**config.mk**
```make
export PLATFORM = sky130hd
export DESIGN_NAME = ilsu_cfg_regs
export DESIGN_NICKNAME = d
export VERILOG_FILES = /design/src/sv/ilsu_pkg.sv /design/src/sv/ilsu_cfg_regs.sv
export SDC_FILE = /design/constraint.sdc
export NUM_CORES = 1
export LEC_CHECK = 0
export BUFFER_PORTS_ARGS = -buffer_cell sky130_fd_sc_hd__buf_2
export CORE_UTILIZATION = 54
export DETAILED_ROUTE_END_ITERATION = 10
export GPL_ROUTABILITY_DRIVEN = 0
export MAX_ROUTING_LAYER = met4
export PLACE_DENSITY_LB_ADDON = 0.25
export SLEW_MARGIN = 20
export SYNTH_ARGS = -nofsm -noshare
export SYNTH_HDL_FRONTEND = slang
export SYNTH_SLANG_ARGS = --single-unit
export TNS_END_PERCENT = 100
```
**constraint.sdc**
```tcl
create_clock -name aclk -period 1.4 [get_ports aclk]
set_input_delay 0.14 -clock aclk [delete_from_list [all_inputs] [get_ports aclk]]
set_output_delay 0.14 -clock aclk [all_outputs]
set_load 0.05 [all_outputs]
```
**src/sv/ilsu_pkg.sv**
```systemverilog
// Shared types, constants and codes for the Ising lattice spin update core.
`timescale 1ns / 1ps

package ilsu_pkg;

    // Lattice geometry
    localparam int MAX_SIDE  = 64;
    localparam int MIN_SIDE  = 3;
    localparam int DEPTH     = MAX_SIDE * MAX_SIDE;
    localparam int ADDR_W    = 12;
    localparam int SIDE_W    = 7;
    localparam int SQ_W      = 2 * SIDE_W - 1;

    // Field widths
    localparam int REQ_W     = 2;
    localparam int RND_W     = 16;
    localparam int THR_W     = 17;
    localparam int NUM_THR   = 5;
    localparam int THR_IDX_W = 3;
    localparam int CFG_IDX_W = 3;
    localparam int DIV_CNT_W = $clog2(ADDR_W);

    // Request codes (code 3 behaves as a read)
    localparam logic [REQ_W-1:0] REQ_LOAD   = 2'd0;
    localparam logic [REQ_W-1:0] REQ_UPDATE = 2'd1;
    localparam logic [REQ_W-1:0] REQ_READ   = 2'd2;

    // Configuration register indexes
    localparam logic [CFG_IDX_W-1:0] CFG_METHOD   = 3'd0;
    localparam logic [CFG_IDX_W-1:0] CFG_SIDE     = 3'd1;
    localparam logic [CFG_IDX_W-1:0] CFG_THR_M4   = 3'd2;
    localparam logic [CFG_IDX_W-1:0] CFG_THR_M2   = 3'd3;
    localparam logic [CFG_IDX_W-1:0] CFG_THR_ZERO = 3'd4;
    localparam logic [CFG_IDX_W-1:0] CFG_THR_P2   = 3'd5;
    localparam logic [CFG_IDX_W-1:0] CFG_THR_P4   = 3'd6;

    // Threshold slots, ordered by spin times neighbor sum
    localparam logic [THR_IDX_W-1:0] THR_M4   = 3'd0;
    localparam logic [THR_IDX_W-1:0] THR_M2   = 3'd1;
    localparam logic [THR_IDX_W-1:0] THR_ZERO = 3'd2;
    localparam logic [THR_IDX_W-1:0] THR_P2   = 3'd3;
    localparam logic [THR_IDX_W-1:0] THR_P4   = 3'd4;

    // Reset values of the configuration registers
    localparam logic [SIDE_W-1:0] SIDE_RESET = 7'd64;
    localparam logic [THR_W-1:0]  THR_RESET  = 17'd32768;

    localparam logic [DIV_CNT_W-1:0] DIV_LAST = DIV_CNT_W'(ADDR_W - 1);

    typedef struct packed {
        logic [REQ_W-1:0]  req_type;
        logic [ADDR_W-1:0] site;
        logic              spin_value;
        logic [RND_W-1:0]  uniform_random;
    } in_item_t;

    typedef struct packed {
        logic [ADDR_W-1:0] site_echo;
        logic              spin_now;
        logic              flipped;
        logic              on_boundary;
    } out_item_t;

    typedef struct packed {
        logic                            method_select;
        logic [SIDE_W-1:0]               grid_side;
        logic [NUM_THR-1:0][THR_W-1:0]   thresh;
    } cfg_t;

    typedef enum logic [3:0] {
        ST_IDLE,
        ST_CHECK,
        ST_DIV,
        ST_RD_CTR,
        ST_GET_CTR,
        ST_GET_W,
        ST_GET_E,
        ST_GET_N,
        ST_DECIDE,
        ST_DONE
    } state_t;

    typedef enum logic [2:0] {
        RD_CENTER,
        RD_WEST,
        RD_EAST,
        RD_NORTH,
        RD_SOUTH
    } rd_sel_t;

    // Controller to datapath
    typedef struct packed {
        logic    cap_in;
        logic    chk;
        logic    div_init;
        logic    div_step;
        rd_sel_t rd_sel;
        logic    cap_ctr;
        logic    cap_w;
        logic    cap_e;
        logic    cap_n;
        logic    decide;
        logic    wr_load;
        logic    out_load;
    } ctrl_cmd_t;

    // Datapath to controller
    typedef struct packed {
        logic [REQ_W-1:0] req_type;
        logic             in_range;
        logic             bnd;
    } ctrl_sts_t;

endpackage

```
**src/sv/ilsu_cfg_regs.sv**
```systemverilog
// Configuration register file: acceptance method, lattice side and flip thresholds.
`timescale 1ns / 1ps

module ilsu_cfg_regs (
    input  logic                          aclk,
    input  logic                          aresetn,
    input  logic                          wr_en,
    input  logic [ilsu_pkg::CFG_IDX_W-1:0] wr_index,
    input  logic [ilsu_pkg::THR_W-1:0]    wr_data,
    output ilsu_pkg::cfg_t                cfg
);

    ilsu_pkg::cfg_t cfg_reg;
    ilsu_pkg::cfg_t cfg_next;

    // Register decode
    always_comb begin
        cfg_next = cfg_reg;
        if (wr_en) begin
            unique case (wr_index)
                ilsu_pkg::CFG_METHOD:   cfg_next.method_select = wr_data[0];
                ilsu_pkg::CFG_SIDE:     cfg_next.grid_side = wr_data[ilsu_pkg::SIDE_W-1:0];
                ilsu_pkg::CFG_THR_M4:   cfg_next.thresh[ilsu_pkg::THR_M4] = wr_data;
                ilsu_pkg::CFG_THR_M2:   cfg_next.thresh[ilsu_pkg::THR_M2] = wr_data;
                ilsu_pkg::CFG_THR_ZERO: cfg_next.thresh[ilsu_pkg::THR_ZERO] = wr_data;
                ilsu_pkg::CFG_THR_P2:   cfg_next.thresh[ilsu_pkg::THR_P2] = wr_data;
                ilsu_pkg::CFG_THR_P4:   cfg_next.thresh[ilsu_pkg::THR_P4] = wr_data;
                default:                cfg_next = cfg_reg;
            endcase
        end
    end

    always_ff @(posedge aclk) begin
        if (!aresetn) begin
            cfg_reg.method_select <= 1'b0;
            cfg_reg.grid_side     <= ilsu_pkg::SIDE_RESET;
            for (int i = 0; i < ilsu_pkg::NUM_THR; i++) begin
                cfg_reg.thresh[i] <= ilsu_pkg::THR_RESET;
            end
        end else begin
            cfg_reg <= cfg_next;
        end
    end

    assign cfg = cfg_reg;

endmodule

```
[Word-level counts from Yosys, hierarchy flattened]
Cells that the tools add are included.
Widths: inputs -> output; s select.
Storage, ports and cells
  flip-flop bits (word level): 93
  logic and storage cells: 21
Operators by class
  equality and inequality tests: 6
  reduce and logical (&&, ||, !) cells: 8
Operator list (count)
  $reduce_and 2->1: 7
  $eq 3x3->1 const B: 3
  $eq 3x2->1 const B: 2
  $eq 3x1->1 const B: 1
  $logic_not 3->1: 1

[Logic depth before layout (Yosys ltp)]
Gate-level depths: netlist of run 1.
  depth after elaboration: 2
  gate-level depth with buffers: 4
  mapped depth without buffers: 2

[Worst setup path after synthesis of run 1]
OpenSTA, ideal clock, no wires.
  kind: register to register
  start point: register, netlist name cfg[10]
  end point: register cfg_reg, in the netlist cfg[10]
  library setup time: 0.072 ns
  arrival: 0.813 ns
  slack: 0.515 ns
  cell stages (with the launch flop): 3
  path buffers: 0
  clock period less this slack: 0.885 ns
  cell sequence: dfxtp_1 nand2_1 mux2i_1
RTL lines
  end signal: assignment: line ilsu_cfg_regs.sv:41  | cfg_reg <= cfg_next;
  end: declaration: line ilsu_cfg_regs.sv:13  | ilsu_pkg::cfg_t cfg_reg;

[Worst setup path in the final report of run 1]
  start point: register cfg_reg, in the netlist cfg[90]
  end point: output port cfg[90] (netlist bit)
RTL lines
  end: declaration: line ilsu_cfg_regs.sv:10  | output ilsu_pkg::cfg_t cfg
No word-level cell between the ends.

==> flow_summary.ini, run 1 <==
[clocking]
clock_path_buffers = 2
cts_setup_buffers = 0
cts-htree-levels = 3
cts.sink_count = 93
hold_buffers = 0
worst_skew_pair.late_latency_ps = 350
cts_made_buffers = 9
cts-root-buf = clkbuf_8
cts_tree = built
clk_pin_slew_ps = 90
cts_resized = 0

[timing]
hold_viol = 0
fin_tns_setup_ps = 0
max_clock_freq_mhz = 878
final_max_slew_viol_count = 0
rsz0062_at_grt = false
max_slew.worst_pin.slew_ps = 385
setup_viol = 0
layout_min_cycle_time_ps = 1140
finClkSkew_ps = 0
slew_headroom_pct = 74.0
fin_crit_sh_pct = 81.3

[floorplan]
core_mm2 = 0.00610
rows = 28
die-area_mm2 = 0.00681
die_w_um = 82.5
die_h_um = 82.5
initial_core_util_pct = 57.4
ioPinCount = 116

[synthesis]
syn_inst = 329
synth_top_area_share_pct = 53.2
synth_area_per_cell_um2 = 10.6
netlist_top_cells_area = dfxtp_1 (53%), mux2i_1 (27%), nand2_1 (11%), buf_12 (1.7%), buf_2 (1.6%)
synth-main-ff-cell = dfxtp_1
ys_seq_area_share_pct = 53.2
syn_area_mm2 = 0.00350
yosysMostFrequentCell = nand2_1
yosys_warnings = 0
synth_area_leader_cell = dfxtp_1
synth_cell_types = 14
ys_ff_latch = 93
synthTopCellsByCount = nand2_1 (103), dfxtp_1 (93), mux2i_1 (93), buf_2 (11), nor2b_1 (8)
syn-num-nets = 352
synth_edf_count = 0
ys_async_sr_fraction_pct = 0

[grt]
grt-ovfl-total = 0
grt_max_degree = 38
grt_pass1_vias = 2455
grt_pass1_wl_um = 11600
globalRouteTotalUtil_pct = 23.8
grt_antenna_before_repair = 0

[layout]
finish.net_count = 466
regArea_mm2 = 0.00186
drive_gt1_share_pct = 31.7
fill_cells = 492
syn_to_final_growth_pct = 22.3
largest_reg_flops = 93
n_antenna_cell = 0
multi_input_area_mm2 = 0.00146

[hold_path]
hold_path_class = in2reg
min_from = wr_data[6]
holdPathStages = 3
hold_end = cfg[91]

[detailed_routing]
drtIter0Drc = 87
vias = 2673
via_per_inst = 5.11
dr.pass1.iters = 4
wl_per_cell_um = 14.7
drt_wl_total_um = 7700
post-route-drc-count = 0
ant_nets = 0

[worst_setup_path]
rrSetupSlack_ps = 750
cp_max_fo = 2
crit_buf_inv = 1
cpMaxStageDelayCell = dfxtp_1
critPathCaptureType = primary output
critPathLaunch = cfg[90]
crit_type = reg2out
worstReg2RegEnd = cfg[64]
cp_top_family = flip-flops
worst_setup_path_start_kind = flip-flop
ff2ff_path_depth = 2
cp.required_ps = 1260
cp_data_arrival_time_ps = 1000
cp_cell_sequence = buf_2
worstReg2RegStart = cfg[64]
worst-path-stages = 1
slowest_delay_ps = 370

[power]
finalPower_uw = 5020
p_leak_uw = 0.00237
ir_worst_vdd_v = 0.000789
power_density_mw_per_mm2 = 1170

[outcome]
outcome = completed

[run]
drv_cap = 0

[place]
place_hpwl_um = 5480
io_buffers = 115
-- cell usage in the layout (no fill, tap or decap) --
cell type / netlist / final
buf_2: 11 / 114
nand2_1: 103 / 103
mux2i_1: 93 / 93
dfxtp_1: 93 / 93
buf_4: 2 / 11
clkbuf_8: 0 / 9
nor2b_1: 8 / 8
nand4b_1: 3 / 3
nand4bb_1: 3 / 3
clkinvlp_4: 0 / 2
clkinv_2: 0 / 2
and4bb_1: 1 / 1
and4b_2: 1 / 1
nor4b_1: 1 / 1
clkbuf_1: 4 / 1
bufinv_16: 0 / 1
clkinv_4: 0 / 1
buf_12: 3 / 1
-- layer usage --
metal	wire length [um]	GRT usage (%)
met5	0	-
met1	3730	31.7
met4	133	9.66
met3	282	3.30
met2	3550	36.6
-- area by class of cell --
class / instances / area share [%]
Multi-Input combinational cell: 213 / 34.1
Clock buffer: 10 / 2.98
Sequential cell: 93 / 43.5
Clock inverter: 6 / 1.49
Tap cell: 75 / 2.19
Timing Repair Buffer: 126 / 15.7
-- stage by stage --
stage	cell area [um2]	setup slack, ps	utilization [%]	hold slack [ps]	cells
2_1_floorplan	3500	515	-	300	329
3_3_place_gp	4090	336	67.1	420	507
3_5_place_dp	4090	293	67.1	448	507
4_1_cts	4280	264	70.2	79.7	523
5_1_grt	4280	234	70.2	102	523
6_report	4280	261	70.2	85.9	523
-- cells by family after synthesis --
group | share of synthesized area, %
and+or+nand+nor | 15.1
muxes | 26.6
buffers and inverters | 5.11
DFF | 53.2
-- power by group --
| group | internal [uW] | switching [uW] | total [uW] |
|---|---|---|---|
| registers | 2700 | 29.4 | 2730 |
| clock network | 823 | 920 | 1740 |
| logic | 150 | 397 | 546 |
-- worst max path at each step --
stage,to,slack (ps)
6_report,cfg[90],260
5_1_grt,cfg[59],230
4_1_cts,cfg[85],260
3_5_place_dp,cfg[20],290
3_3_place_gp,cfg[3],340
2_1_floorplan,cfg[10],520
No activity file was read; power rests on OpenSTA's default activity.
==> inputs of run 2 (changes only) <==
Settings changed: CORE_UTILIZATION 54 to 50.
Clock period 1.4 ns to 1.2 ns, I/O delays scaled along.
==> flow_summary.ini, run 2 (synthesis results as in run 1) <==
[worst_setup_path]
crit_type = reg2out
worst_setup_path_start_kind = flip-flop
ff2ff_path_depth = 2
critPathCaptureType = primary output
cpMaxStageDelayCell = dfxtp_1
worstReg2RegStart = cfg[16]
cp_data_arrival_time_ps = 1000
cp.required_ps = 1080
worstReg2RegEnd = cfg[16]
endpoint = cfg[16]
crit_buf_inv = 1
worst-path-stages = 1
cp_cell_sequence = buf_2
cp_max_fo = 2
rrSetupSlack_ps = 540
slowest_delay_ps = 370
cp_top_family = flip-flops
critPathLaunch = cfg[16]

[grt]
grt-ovfl-total = 0
grt_pass1_vias = 2522
grt_antenna_before_repair = 0
grt_pass1_wl_um = 12600
grt_max_degree = 32
globalRouteTotalUtil_pct = 23.0

[floorplan]
die_w_um = 85.7
core_mm2 = 0.00679
rows = 30
ioPinCount = 116
initial_core_util_pct = 51.5
die_h_um = 85.7
die-area_mm2 = 0.00734

[timing]
hold_viol = 0
layout_min_cycle_time_ps = 1120
max_clock_freq_mhz = 893
max_slew.worst_pin.slew_ps = 391
setup_viol = 0
fin_tns_setup_ps = 0
finClkSkew_ps = 0
worst_hold_slack_ps = 40.8
rsz0062_at_grt = false
slew_headroom_pct = 73.9
final_max_slew_viol_count = 0
fin_crit_sh_pct = 93.3

[layout]
largest_reg_flops = 93
drive_gt1_share_pct = 32.5
final_cells = 548
regArea_mm2 = 0.00186
n_antenna_cell = 0
multi_input_area_mm2 = 0.00146
finish.net_count = 470
mostFrequentLayoutCells = buf_2 (114), nand2_1 (103), mux2i_1 (93), dfxtp_1 (93), buf_4 (13)
final_common_cell = buf_2
fill_cells = 555
syn_to_final_growth_pct = 24.4

[clocking]
cts.sink_count = 93
hold_buffers = 0
worst_skew_pair.late_latency_ps = 350
cts_tree = built
clock_path_buffers = 2
cts_setup_buffers = 0
cts_resized = 0
clk_pin_slew_ps = 90
cts-root-buf = clkbuf_8
cts-htree-levels = 3
cts_made_buffers = 9

[detailed_routing]
dr.pass1.iters = 6
post-route-drc-count = 0
drt_wl_total_um = 7850
via_per_inst = 4.92
drtIter0Drc = 104
vias = 2697
wl_per_cell_um = 14.3
ant_nets = 0

[power]
finalPower_uw = 5780
power_density_mw_per_mm2 = 1330
p_leak_uw = 0.00239
ir_worst_vdd_v = 0.000755

[run]
drv_cap = 0

[place]
dp.cells = 532
place_hpwl_um = 5630
io_buffers = 115

[outcome]
outcome = completed

[hold_path]
hold_path_class = in2reg
==> run 2: cell count changes in the layout (fill, tap and decap cells not counted), sizes merged <==
cell | before | now
buf | 126 | 130
bufinv | 1 | 0
clkbuf | 10 | 11
clkinv | 3 | 4
clkinvlp | 2 | 1
==> run 2: per-stage QoR <==
| stage | util [%] | instance area, um2 | setup WS (ps) |
|---|---|---|---|
| CTS | 64.1 | 4360 | 81.3 |
| detailed placement | 61.4 | 4170 | 161 |
| finish | 64.1 | 4360 | 80.8 |
| global placement | 61.4 | 4170 | 188 |
| floorplan | - | 3500 | 315 |
| global route | 64.1 | 4360 | 47.3 |
==> run 2: power by group <==
| part | internal, uW | leakage, uW | total (uW) | switching (uW) |
|---|---|---|---|---|
| Sequential | 3150 | 0.000753 | 3190 | 33.7 |
| Combinational | 188 | 0.00155 | 657 | 469 |
| Clock | 866 | 0.0000953 | 1940 | 1070 |
| Total | 4210 | 0.00239 | 5780 | 1580 |
==> run 2: metal layers <==
| layer | vias to the layer above | global-route usage [%] | wire (um) |
|---|---|---|---|
| met5 | - | - | 0 |
| met4 | 0 | 8.48 | 140 |
| met3 | 11 | 5.29 | 346 |
| met2 | 76 | 33.6 | 3530 |
| met1 | 1281 | 31.1 | 3830 |
| li1 | 1329 | - | - |
==> run 2: worst min path at each step <==
stage | from | end | slack, ps | cells past startpoint
after global routing | wr_data[6] | cfg[91] | 90 | 3
after CTS | wr_data[6] | cfg[91] | 40 | 3
after global placement | wr_data[6] | cfg[91] | 400 | 3
after detailed placement | wr_data[6] | cfg[91] | 400 | 3
after floorplan | wr_data[6] | cfg[91] | 280 | 2
final | wr_data[6] | cfg[91] | 40 | 3
==> run 2: worst register-to-register path: stages, from the launching register on <==
cell	delay, ps
dfxtp_1	370
nand2_1	70
mux2i_1	140
==> run 2: area by class of cell <==
cell class                      instances  share of cell area [%]
Timing Repair Buffer                  130                    16.7
Multi-Input combinational cell        213                    33.5
Tap cell                               96                    2.76
Clock buffer                           11                    3.48
Clock inverter                          5                   0.804
Sequential cell                        93                    42.7
