$ cat src/sv/ilsu_pkg.sv
// Shared types, constants and codes for the Ising lattice spin update core.
`timescale 1ns / 1ps

package ilsu_pkg;

    // Lattice geometry
    localparam int MAX_SIDE  = 64;
    localparam int MIN_SIDE  = 3;
    localparam int DEPTH     = MAX_SIDE * MAX_SIDE;
    localparam int ADDR_W    = 12;
    localparam int SIDE_W    = 7;
    localparam int SQ_W      = 2 * SIDE_W - 1;

    // Field widths
    localparam int REQ_W     = 2;
    localparam int RND_W     = 16;
    localparam int THR_W     = 17;
    localparam int NUM_THR   = 5;
    localparam int THR_IDX_W = 3;
    localparam int CFG_IDX_W = 3;
    localparam int DIV_CNT_W = $clog2(ADDR_W);

    // Request codes (code 3 behaves as a read)
    localparam logic [REQ_W-1:0] REQ_LOAD   = 2'd0;
    localparam logic [REQ_W-1:0] REQ_UPDATE = 2'd1;
    localparam logic [REQ_W-1:0] REQ_READ   = 2'd2;

    // Configuration register indexes
    localparam logic [CFG_IDX_W-1:0] CFG_METHOD   = 3'd0;
    localparam logic [CFG_IDX_W-1:0] CFG_SIDE     = 3'd1;
    localparam logic [CFG_IDX_W-1:0] CFG_THR_M4   = 3'd2;
    localparam logic [CFG_IDX_W-1:0] CFG_THR_M2   = 3'd3;
    localparam logic [CFG_IDX_W-1:0] CFG_THR_ZERO = 3'd4;
    localparam logic [CFG_IDX_W-1:0] CFG_THR_P2   = 3'd5;
    localparam logic [CFG_IDX_W-1:0] CFG_THR_P4   = 3'd6;

    // Threshold slots, ordered by spin times neighbor sum
    localparam logic [THR_IDX_W-1:0] THR_M4   = 3'd0;
    localparam logic [THR_IDX_W-1:0] THR_M2   = 3'd1;
    localparam logic [THR_IDX_W-1:0] THR_ZERO = 3'd2;
    localparam logic [THR_IDX_W-1:0] THR_P2   = 3'd3;
    localparam logic [THR_IDX_W-1:0] THR_P4   = 3'd4;

    // Reset values of the configuration registers
    localparam logic [SIDE_W-1:0] SIDE_RESET = 7'd64;
    localparam logic [THR_W-1:0]  THR_RESET  = 17'd32768;

    localparam logic [DIV_CNT_W-1:0] DIV_LAST = DIV_CNT_W'(ADDR_W - 1);

    typedef struct packed {
        logic [REQ_W-1:0]  req_type;
        logic [ADDR_W-1:0] site;
        logic              spin_value;
        logic [RND_W-1:0]  uniform_random;
    } in_item_t;

    typedef struct packed {
        logic [ADDR_W-1:0] site_echo;
        logic              spin_now;
        logic              flipped;
        logic              on_boundary;
    } out_item_t;

    typedef struct packed {
        logic                            method_select;
        logic [SIDE_W-1:0]               grid_side;
        logic [NUM_THR-1:0][THR_W-1:0]   thresh;
    } cfg_t;

    typedef enum logic [3:0] {
        ST_IDLE,
        ST_CHECK,
        ST_DIV,
        ST_RD_CTR,
        ST_GET_CTR,
        ST_GET_W,
        ST_GET_E,
        ST_GET_N,
        ST_DECIDE,
        ST_DONE
    } state_t;

    typedef enum logic [2:0] {
        RD_CENTER,
        RD_WEST,
        RD_EAST,
        RD_NORTH,
        RD_SOUTH
    } rd_sel_t;

    // Controller to datapath
    typedef struct packed {
        logic    cap_in;
        logic    chk;
        logic    div_init;
        logic    div_step;
        rd_sel_t rd_sel;
        logic    cap_ctr;
        logic    cap_w;
        logic    cap_e;
        logic    cap_n;
        logic    decide;
        logic    wr_load;
        logic    out_load;
    } ctrl_cmd_t;

    // Datapath to controller
    typedef struct packed {
        logic [REQ_W-1:0] req_type;
        logic             in_range;
        logic             bnd;
    } ctrl_sts_t;

endpackage

$ cat src/sv/ilsu_ctrl.sv
// Controller: request sequencing state machine and result valid flag.
`timescale 1ns / 1ps

module ilsu_ctrl (
    input  logic                 aclk,
    input  logic                 aresetn,
    input  logic                 s_valid,
    output logic                 s_ready,
    output logic                 m_valid,
    input  logic                 m_ready,
    input  ilsu_pkg::ctrl_sts_t  sts,
    output ilsu_pkg::ctrl_cmd_t  cmd
);

    ilsu_pkg::state_t                state_reg;
    ilsu_pkg::state_t                state_next;
    logic [ilsu_pkg::DIV_CNT_W-1:0]  div_cnt_reg;
    logic [ilsu_pkg::DIV_CNT_W-1:0]  div_cnt_next;
    logic                            m_valid_reg;
    logic                            m_valid_next;

    always_ff @(posedge aclk) begin
        if (!aresetn) begin
            state_reg   <= ilsu_pkg::ST_IDLE;
            div_cnt_reg <= '0;
            m_valid_reg <= 1'b0;
        end else begin
            state_reg   <= state_next;
            div_cnt_reg <= div_cnt_next;
            m_valid_reg <= m_valid_next;
        end
    end

    // Next state and commands
    always_comb begin
        state_next   = state_reg;
        div_cnt_next = div_cnt_reg;
        cmd          = '0;
        cmd.rd_sel   = ilsu_pkg::RD_CENTER;
        unique case (state_reg)
            ilsu_pkg::ST_IDLE: begin
                cmd.cap_in = s_valid;
                if (s_valid) state_next = ilsu_pkg::ST_CHECK;
            end
            ilsu_pkg::ST_CHECK: begin
                cmd.chk      = 1'b1;
                cmd.div_init = 1'b1;
                if (sts.req_type == ilsu_pkg::REQ_LOAD) begin
                    cmd.wr_load = 1'b1;
                    state_next  = ilsu_pkg::ST_DONE;
                end else if (sts.req_type == ilsu_pkg::REQ_UPDATE) begin
                    state_next = sts.in_range ? ilsu_pkg::ST_DIV : ilsu_pkg::ST_DONE;
                end else begin
                    state_next = sts.in_range ? ilsu_pkg::ST_RD_CTR : ilsu_pkg::ST_DONE;
                end
            end
            ilsu_pkg::ST_DIV: begin
                cmd.div_step = 1'b1;
                div_cnt_next = div_cnt_reg + 1'b1;
                if (div_cnt_reg == ilsu_pkg::DIV_LAST) begin
                    div_cnt_next = '0;
                    state_next   = ilsu_pkg::ST_RD_CTR;
                end
            end
            ilsu_pkg::ST_RD_CTR: begin
                cmd.rd_sel = ilsu_pkg::RD_CENTER;
                state_next = ilsu_pkg::ST_GET_CTR;
            end
            ilsu_pkg::ST_GET_CTR: begin
                cmd.cap_ctr = 1'b1;
                if (sts.req_type == ilsu_pkg::REQ_UPDATE && !sts.bnd) begin
                    cmd.rd_sel = ilsu_pkg::RD_WEST;
                    state_next = ilsu_pkg::ST_GET_W;
                end else begin
                    state_next = ilsu_pkg::ST_DONE;
                end
            end
            ilsu_pkg::ST_GET_W: begin
                cmd.cap_w  = 1'b1;
                cmd.rd_sel = ilsu_pkg::RD_EAST;
                state_next = ilsu_pkg::ST_GET_E;
            end
            ilsu_pkg::ST_GET_E: begin
                cmd.cap_e  = 1'b1;
                cmd.rd_sel = ilsu_pkg::RD_NORTH;
                state_next = ilsu_pkg::ST_GET_N;
            end
            ilsu_pkg::ST_GET_N: begin
                cmd.cap_n  = 1'b1;
                cmd.rd_sel = ilsu_pkg::RD_SOUTH;
                state_next = ilsu_pkg::ST_DECIDE;
            end
            ilsu_pkg::ST_DECIDE: begin
                cmd.decide = 1'b1;
                state_next = ilsu_pkg::ST_DONE;
            end
            ilsu_pkg::ST_DONE: begin
                // Hand off once the result register is free or draining
                if (!m_valid_reg || m_ready) begin
                    cmd.out_load = 1'b1;
                    state_next   = ilsu_pkg::ST_IDLE;
                end
            end
            default: state_next = ilsu_pkg::ST_IDLE;
        endcase
    end

    // Result valid flag
    assign m_valid_next = cmd.out_load || (m_valid_reg && !m_ready);

    assign s_ready = state_reg == ilsu_pkg::ST_IDLE;
    assign m_valid = m_valid_reg;

    // A pending result is never overwritten
    a_no_overwrite: assert property (@(posedge aclk) disable iff (!aresetn)
        cmd.out_load |-> (!m_valid_reg || m_ready))
        else $error("result register loaded while holding an untaken result");

    // The flip write only happens for update requests
    a_decide_update: assert property (@(posedge aclk) disable iff (!aresetn)
        cmd.decide |-> (sts.req_type == ilsu_pkg::REQ_UPDATE))
        else $error("flip decision for a non-update request");

    // Load writes only for load requests
    a_load_write: assert property (@(posedge aclk) disable iff (!aresetn)
        cmd.wr_load |-> (sts.req_type == ilsu_pkg::REQ_LOAD))
        else $error("spin load for a non-load request");

    // Divider count rests at zero outside the division
    a_div_cnt: assert property (@(posedge aclk) disable iff (!aresetn)
        (state_reg != ilsu_pkg::ST_DIV) |-> (div_cnt_reg == '0))
        else $error("divider count left nonzero");

    // No result is produced in the cycle right after a transfer in
    a_min_latency: assert property (@(posedge aclk) disable iff (!aresetn)
        (s_valid && s_ready) |=> !cmd.out_load)
        else $error("result produced without processing");

endmodule

$ cat config.mk
export PLATFORM = sky130hd
export DESIGN_NAME = ilsu_ctrl
export DESIGN_NICKNAME = d
export VERILOG_FILES = /design/src/sv/ilsu_pkg.sv /design/src/sv/ilsu_ctrl.sv
export SDC_FILE = /design/constraint.sdc
export NUM_CORES = 1
export LEC_CHECK = 0
export ABC_AREA = 1
export ABC_CLOCK_PERIOD_IN_PS = 1400
export BUFFER_PORTS_ARGS = -buffer_cell sky130_fd_sc_hd__buf_2
export CORE_MARGIN = 4
export CORE_UTILIZATION = 45
export CTS_CLUSTER_DIAMETER = 120
export DETAILED_ROUTE_END_ITERATION = 6
export PLACE_DENSITY = 0.76
export REMOVE_ABC_BUFFERS = 1
export SYNTH_ARGS = -nofsm -noshare
export SYNTH_HDL_FRONTEND = slang
export SYNTH_SLANG_ARGS = --single-unit
$ cat constraint.sdc
create_clock -name aclk -period 1.4 [get_ports aclk]
set_clock_uncertainty 0.05 [all_clocks]
set_input_delay 0.14 -clock aclk [delete_from_list [all_inputs] [get_ports aclk]]
set_output_delay 0.14 -clock aclk [all_outputs]
set_load 0.05 [all_outputs]
======== Word level (Yosys, flattened, before mapping) ========
Index checks and enable logic that the tools add are counted.
cells by class
  shift operators ......................... 0
  $lt $le $gt $ge ......................... 0
  add/sub/neg operators ................... 1
  reduce and logical (&&, ||, !) cells .... 10
  $mul .................................... 0
  multiplexer cells ....................... 24
  equal/unequal tests ..................... 14
  div/mod/pow operators ................... 0
  bitwise logic cells ..................... 0
operators by type and width
  operator             number
  $pmux 4 s10          1
  $mux 4               9
  $eq 4x3->1 const B   4
  $eq 4x4->1 const B   3
  $mux 1               12
  $pmux 3 s4           1
  $eq 4x2->1 const B   2
  $ne 2x2->1 const B   3
  $add 4x1->4 const B  1
  $eq 4x1->1 const B   1
  $logic_not 4->1      1
  $logic_not 1->1      3
  $reduce_and 3->1     1
  $eq 2x1->1 const B   1
  $logic_and 1x1->1    2
  $logic_not 2->1      1
  $logic_or 1x1->1     2
  $mux 2               1
storage, ports and cells
  word-level logic and storage cells ...... 52
  bits in registers ....................... 9
  bits in latches ......................... 0
  memories ................................ 0
  bits in read-only memories .............. 0
  memory bits (writable) .................. 0

======== Logic depth before layout (Yosys ltp) ========
  word-level depth ........................ 5
  mapped depth ............................ 8
  depth with buffers taken out ............ 8

======== Worst setup path after synthesis ========
Ideal clock, no wire load.
  kind .................................... register to output
  start ................................... register state_reg[1]
  end ..................................... output cmd[1] (netlist name)
  arrival ................................. 2.029 ns
  stages on the path, launching flop included .. 4
  path slack .............................. -0.819 ns
  cell sequence ........................... dfxtp_1 -> inv_1 -> nand2_1 -> nor4_1
RTL lines
  what                    RTL line         RTL
  from (decl)             ilsu_ctrl.sv:15  ilsu_pkg::state_t state_reg;
  from (signal assigned)  ilsu_ctrl.sv:24  state_reg <= ilsu_pkg::ST_IDLE;
  from (signal assigned)  ilsu_ctrl.sv:28  state_reg <= state_next;
  to (decl)               ilsu_ctrl.sv:12  output ilsu_pkg::ctrl_cmd_t cmd

==> reports/results.tsv <==
stage	metric	value	unit
run_status	status	finished, violations left	
run_status	violations	negative setup slack	
setup_path	cp_max_fo	6	
setup_path	crit_top_cell	nor2_2	
clock_tree	clkLatencyLatePin	0.26	ns
cells_and_area	fillers	78	
cells_and_area	fin_area	941	µm²
setup_path	startpoint	state_reg[3]$_SDFFE_PN0P_	
place	post-place-ws	0.0932	ns
floorplanning	die_h	44.3	µm
drt	ant_nets	0	
setup_path	crit_required	1.21	ns
floorplanning	rows	12	
timing	period_needed	1.42	ns
drt	drtPass1Iterations	4	
setup_path	crit_type	register to output port	
drt	vias	725	
cells_and_area	final_layout_size_suffix_gt1_frac	0.467	
setup_path	cpMaxStageDelayCell	dfxtp_4	
timing	fin_crit_sh	1.01	
setup_path	rr_startpoint	state_reg[2]$_SDFFE_PN0P_	
clock_tree	cts_buffers	3	
timing	slew_viol_final	0	
logic_synthesis	ys_seq_area_frac	0.303	
setup_path	cpPeakStageDelay	0.38	ns
timing	hold_violations	0	
setup_path	startpoint_type	register	
global_route	grt_usage	0.182	
drt	drtIter0Drc	13	
timing	whs	0.0807	ns
logic_synthesis	synth.distinct_cells	22	
setup_path	cp.arrival	1.23	ns
drt	vias_per_cell	5.33	
cells_and_area	antenna_cells	0	
drt	drc	0	
timing	timing.fmax	0.704	GHz
worst_hold_path	hp-start	aresetn	
setup_path	crit_end	cmd[0]	
clock_tree	cts_sinks	9	
setup_path	critPathBufInv	2	
timing	slew_headroom	0.817	
setup_path	ff2ff_path_depth	6	
cells_and_area	layout_commonest_cell	nor2_1	
logic_synthesis	ys_ff_latch	9	
flow_run	drv_cap	0	
drt	wl_per_cell	13.0	µm
worst_hold_path	min_path_type	input port to register	
place	gp_congestion	0.827	
clock_tree	cts-root-buf	clkbuf_4	
setup_path	path_depth	5	
place	placed_area	719	µm²
power_and_ir_drop	ir_worst_vdd	928	µV
cells_and_area	final_net_count	132	
place	io_buffer_count	23	
global_route	grt_pass1_vias	655	
cells_and_area	final_cell_mix	nor2_1 (16), buf_6 (11), nand2_1 (10), inv_1 (10), buf_2 (9)	
timing	rsz0062_at_grt	yes	
place	hpwlAfterDp	1.16	mm
floorplanning	design.core.area	1170	µm²
global_route	antenna_found_initial	0	
setup_path	r2r_setup_slack	0.13	ns
clock_tree	clockBufferDepth	2	
timing	worst_slack	-0.0204	ns
timing	worst_slew_pin_slew	0.274	ns
cells_and_area	area_growth	58.3	%
clock_tree	cts_tree	yes	
global_route	grt_pass1_wl	2.70	mm
clock_tree	path_clk_slew	0.06	ns
logic_synthesis	yosysWarnings	0	
floorplanning	initial_core_util	0.507	
setup_path	cp_top_family	flip-flops	
power_and_ir_drop	p_per_area	1150	nW/µm²
global_route	grt_overflow	0	
setup_path	crit_chain	clkinv_4, nor2_2, nand2_1, nor2_2, buf_6	
floorplanning	ios	24	
cells_and_area	postLayoutCoreUtil	0.803	
floorplanning	die_w	44.3	µm
setup_path	endpoint_kind	output port	
power_and_ir_drop	p_leak	0.418	nW
global_route	grt_max_degree	11	
timing	setup_viol	3	
floorplanning	die_area	1970	µm²
logic_synthesis	syn_area_per_cell	6.39	µm²
drt	wl	1.76	mm
logic_synthesis	synth_area	594	µm²
clock_tree	cts_max_level	1	
logic_synthesis	syn_inst	93	
setup_path	r2r-end	div_cnt_reg[0]$_SDFFE_PN0P_	
routing by layer:
layer	GRT usage	wire, µm	vias to the layer above
met3	0.0610	93	4
met1	0.204	692	343
met2	0.337	953	20
li1	-	-	358
met5	0	0	-
met4	0.0241	22	0
kinds of logic (layout without fill, tap and decap cells):
family / count (synthesis) / after routing / share of synthesized area
AND/OR/NAND/NOR: 55 / 55 / 0.451
AO/OA/AOI/OAI: 12 / 12 / 0.109
adder cells (fa/ha/maj): 1 / 1 / 0.0210
buffers and inverters: 15 / 44 / 0.101
flip-flops: 9 / 9 / 0.303
XOR/XNOR: 1 / 1 / 0.0147
Yosys cell counts:
master | number | share of area
a211oi_1 | 1 | 0.013
a21oi_1 | 7 | 0.059
buf_4 | 1 | 0.013
dfxtp_1 | 9 | 0.30
ha_1 | 1 | 0.021
inv_1 | 12 | 0.076
inv_2 | 2 | 0.013
nand2_1 | 13 | 0.082
nand2_2 | 1 | 0.011
nand2_4 | 1 | 0.019
nand3_1 | 9 | 0.076
nand3b_1 | 1 | 0.013
nand4_1 | 1 | 0.011
nor2_1 | 22 | 0.14
nor2_2 | 2 | 0.021
nor2_4 | 1 | 0.019
nor2_8 | 1 | 0.034
nor3_1 | 2 | 0.017
nor4_1 | 1 | 0.011
o21ai_0 | 2 | 0.017
o22ai_1 | 2 | 0.021
xor2_1 | 1 | 0.015
worst reg2reg max path, delay by kind of cell, from the launching register on:
family / cells / cell delay [ns]
buffers and inverters: 2 / 0.23
AND/OR/NAND/NOR: 2 / 0.30
flip-flops: 1 / 0.37
AO/OA/AOI/OAI: 2 / 0.23
power by group:
part / total (mW) / switching, mW / internal, mW
combinational: 0.561 / 0.370 / 0.191
clock: 0.199 / 0.0897 / 0.110
sequential: 0.321 / 0.0394 / 0.282
per-stage QoR:
step                power (mW)  TNS, ns  cells
finish                    1.08  -0.0401    136
floorplan                0.641    -2.55     92
global route              1.14   -0.397    136
global placement         0.726        0    129
CTS                       1.01  -0.0114    134
detailed placement       0.730        0    129
worst min-delay path by stage:
stage | endpoint | slack [ns] | cells past startpoint
detailed placement | div_cnt_reg[1]$_SDFFE_PN0P_ | 0.35 | 3
finish | div_cnt_reg[1]$_SDFFE_PN0P_ | 0.08 | 3
CTS | div_cnt_reg[1]$_SDFFE_PN0P_ | 0.08 | 3
floorplan | div_cnt_reg[1]$_SDFFE_PN0P_ | 0.23 | 2
global placement | div_cnt_reg[1]$_SDFFE_PN0P_ | 0.34 | 3
global route | div_cnt_reg[1]$_SDFFE_PN0P_ | 0.11 | 3
area by class of cell:
type                       instances  area, µm²  share of cell area
clock buffer                       4       26.3              0.0279
inverter                          14       57.6              0.0612
multi-input combinational         69        423               0.449
sequential                         9        195               0.207
tap                               14       17.5              0.0186
timing repair buffer              26        221               0.235
timing repair:
item | 4_1_cts | 5_1_grt
resized for setup | 37 | 22
hold buffers | 0 | 0
pin swaps | 1 | 1
endpoints found under the setup margin | 15 | 15
hold endpoints to repair | 0 | 0
setup buffers | 1 | 2
Note: power is estimated with default switching activity, not from simulation.
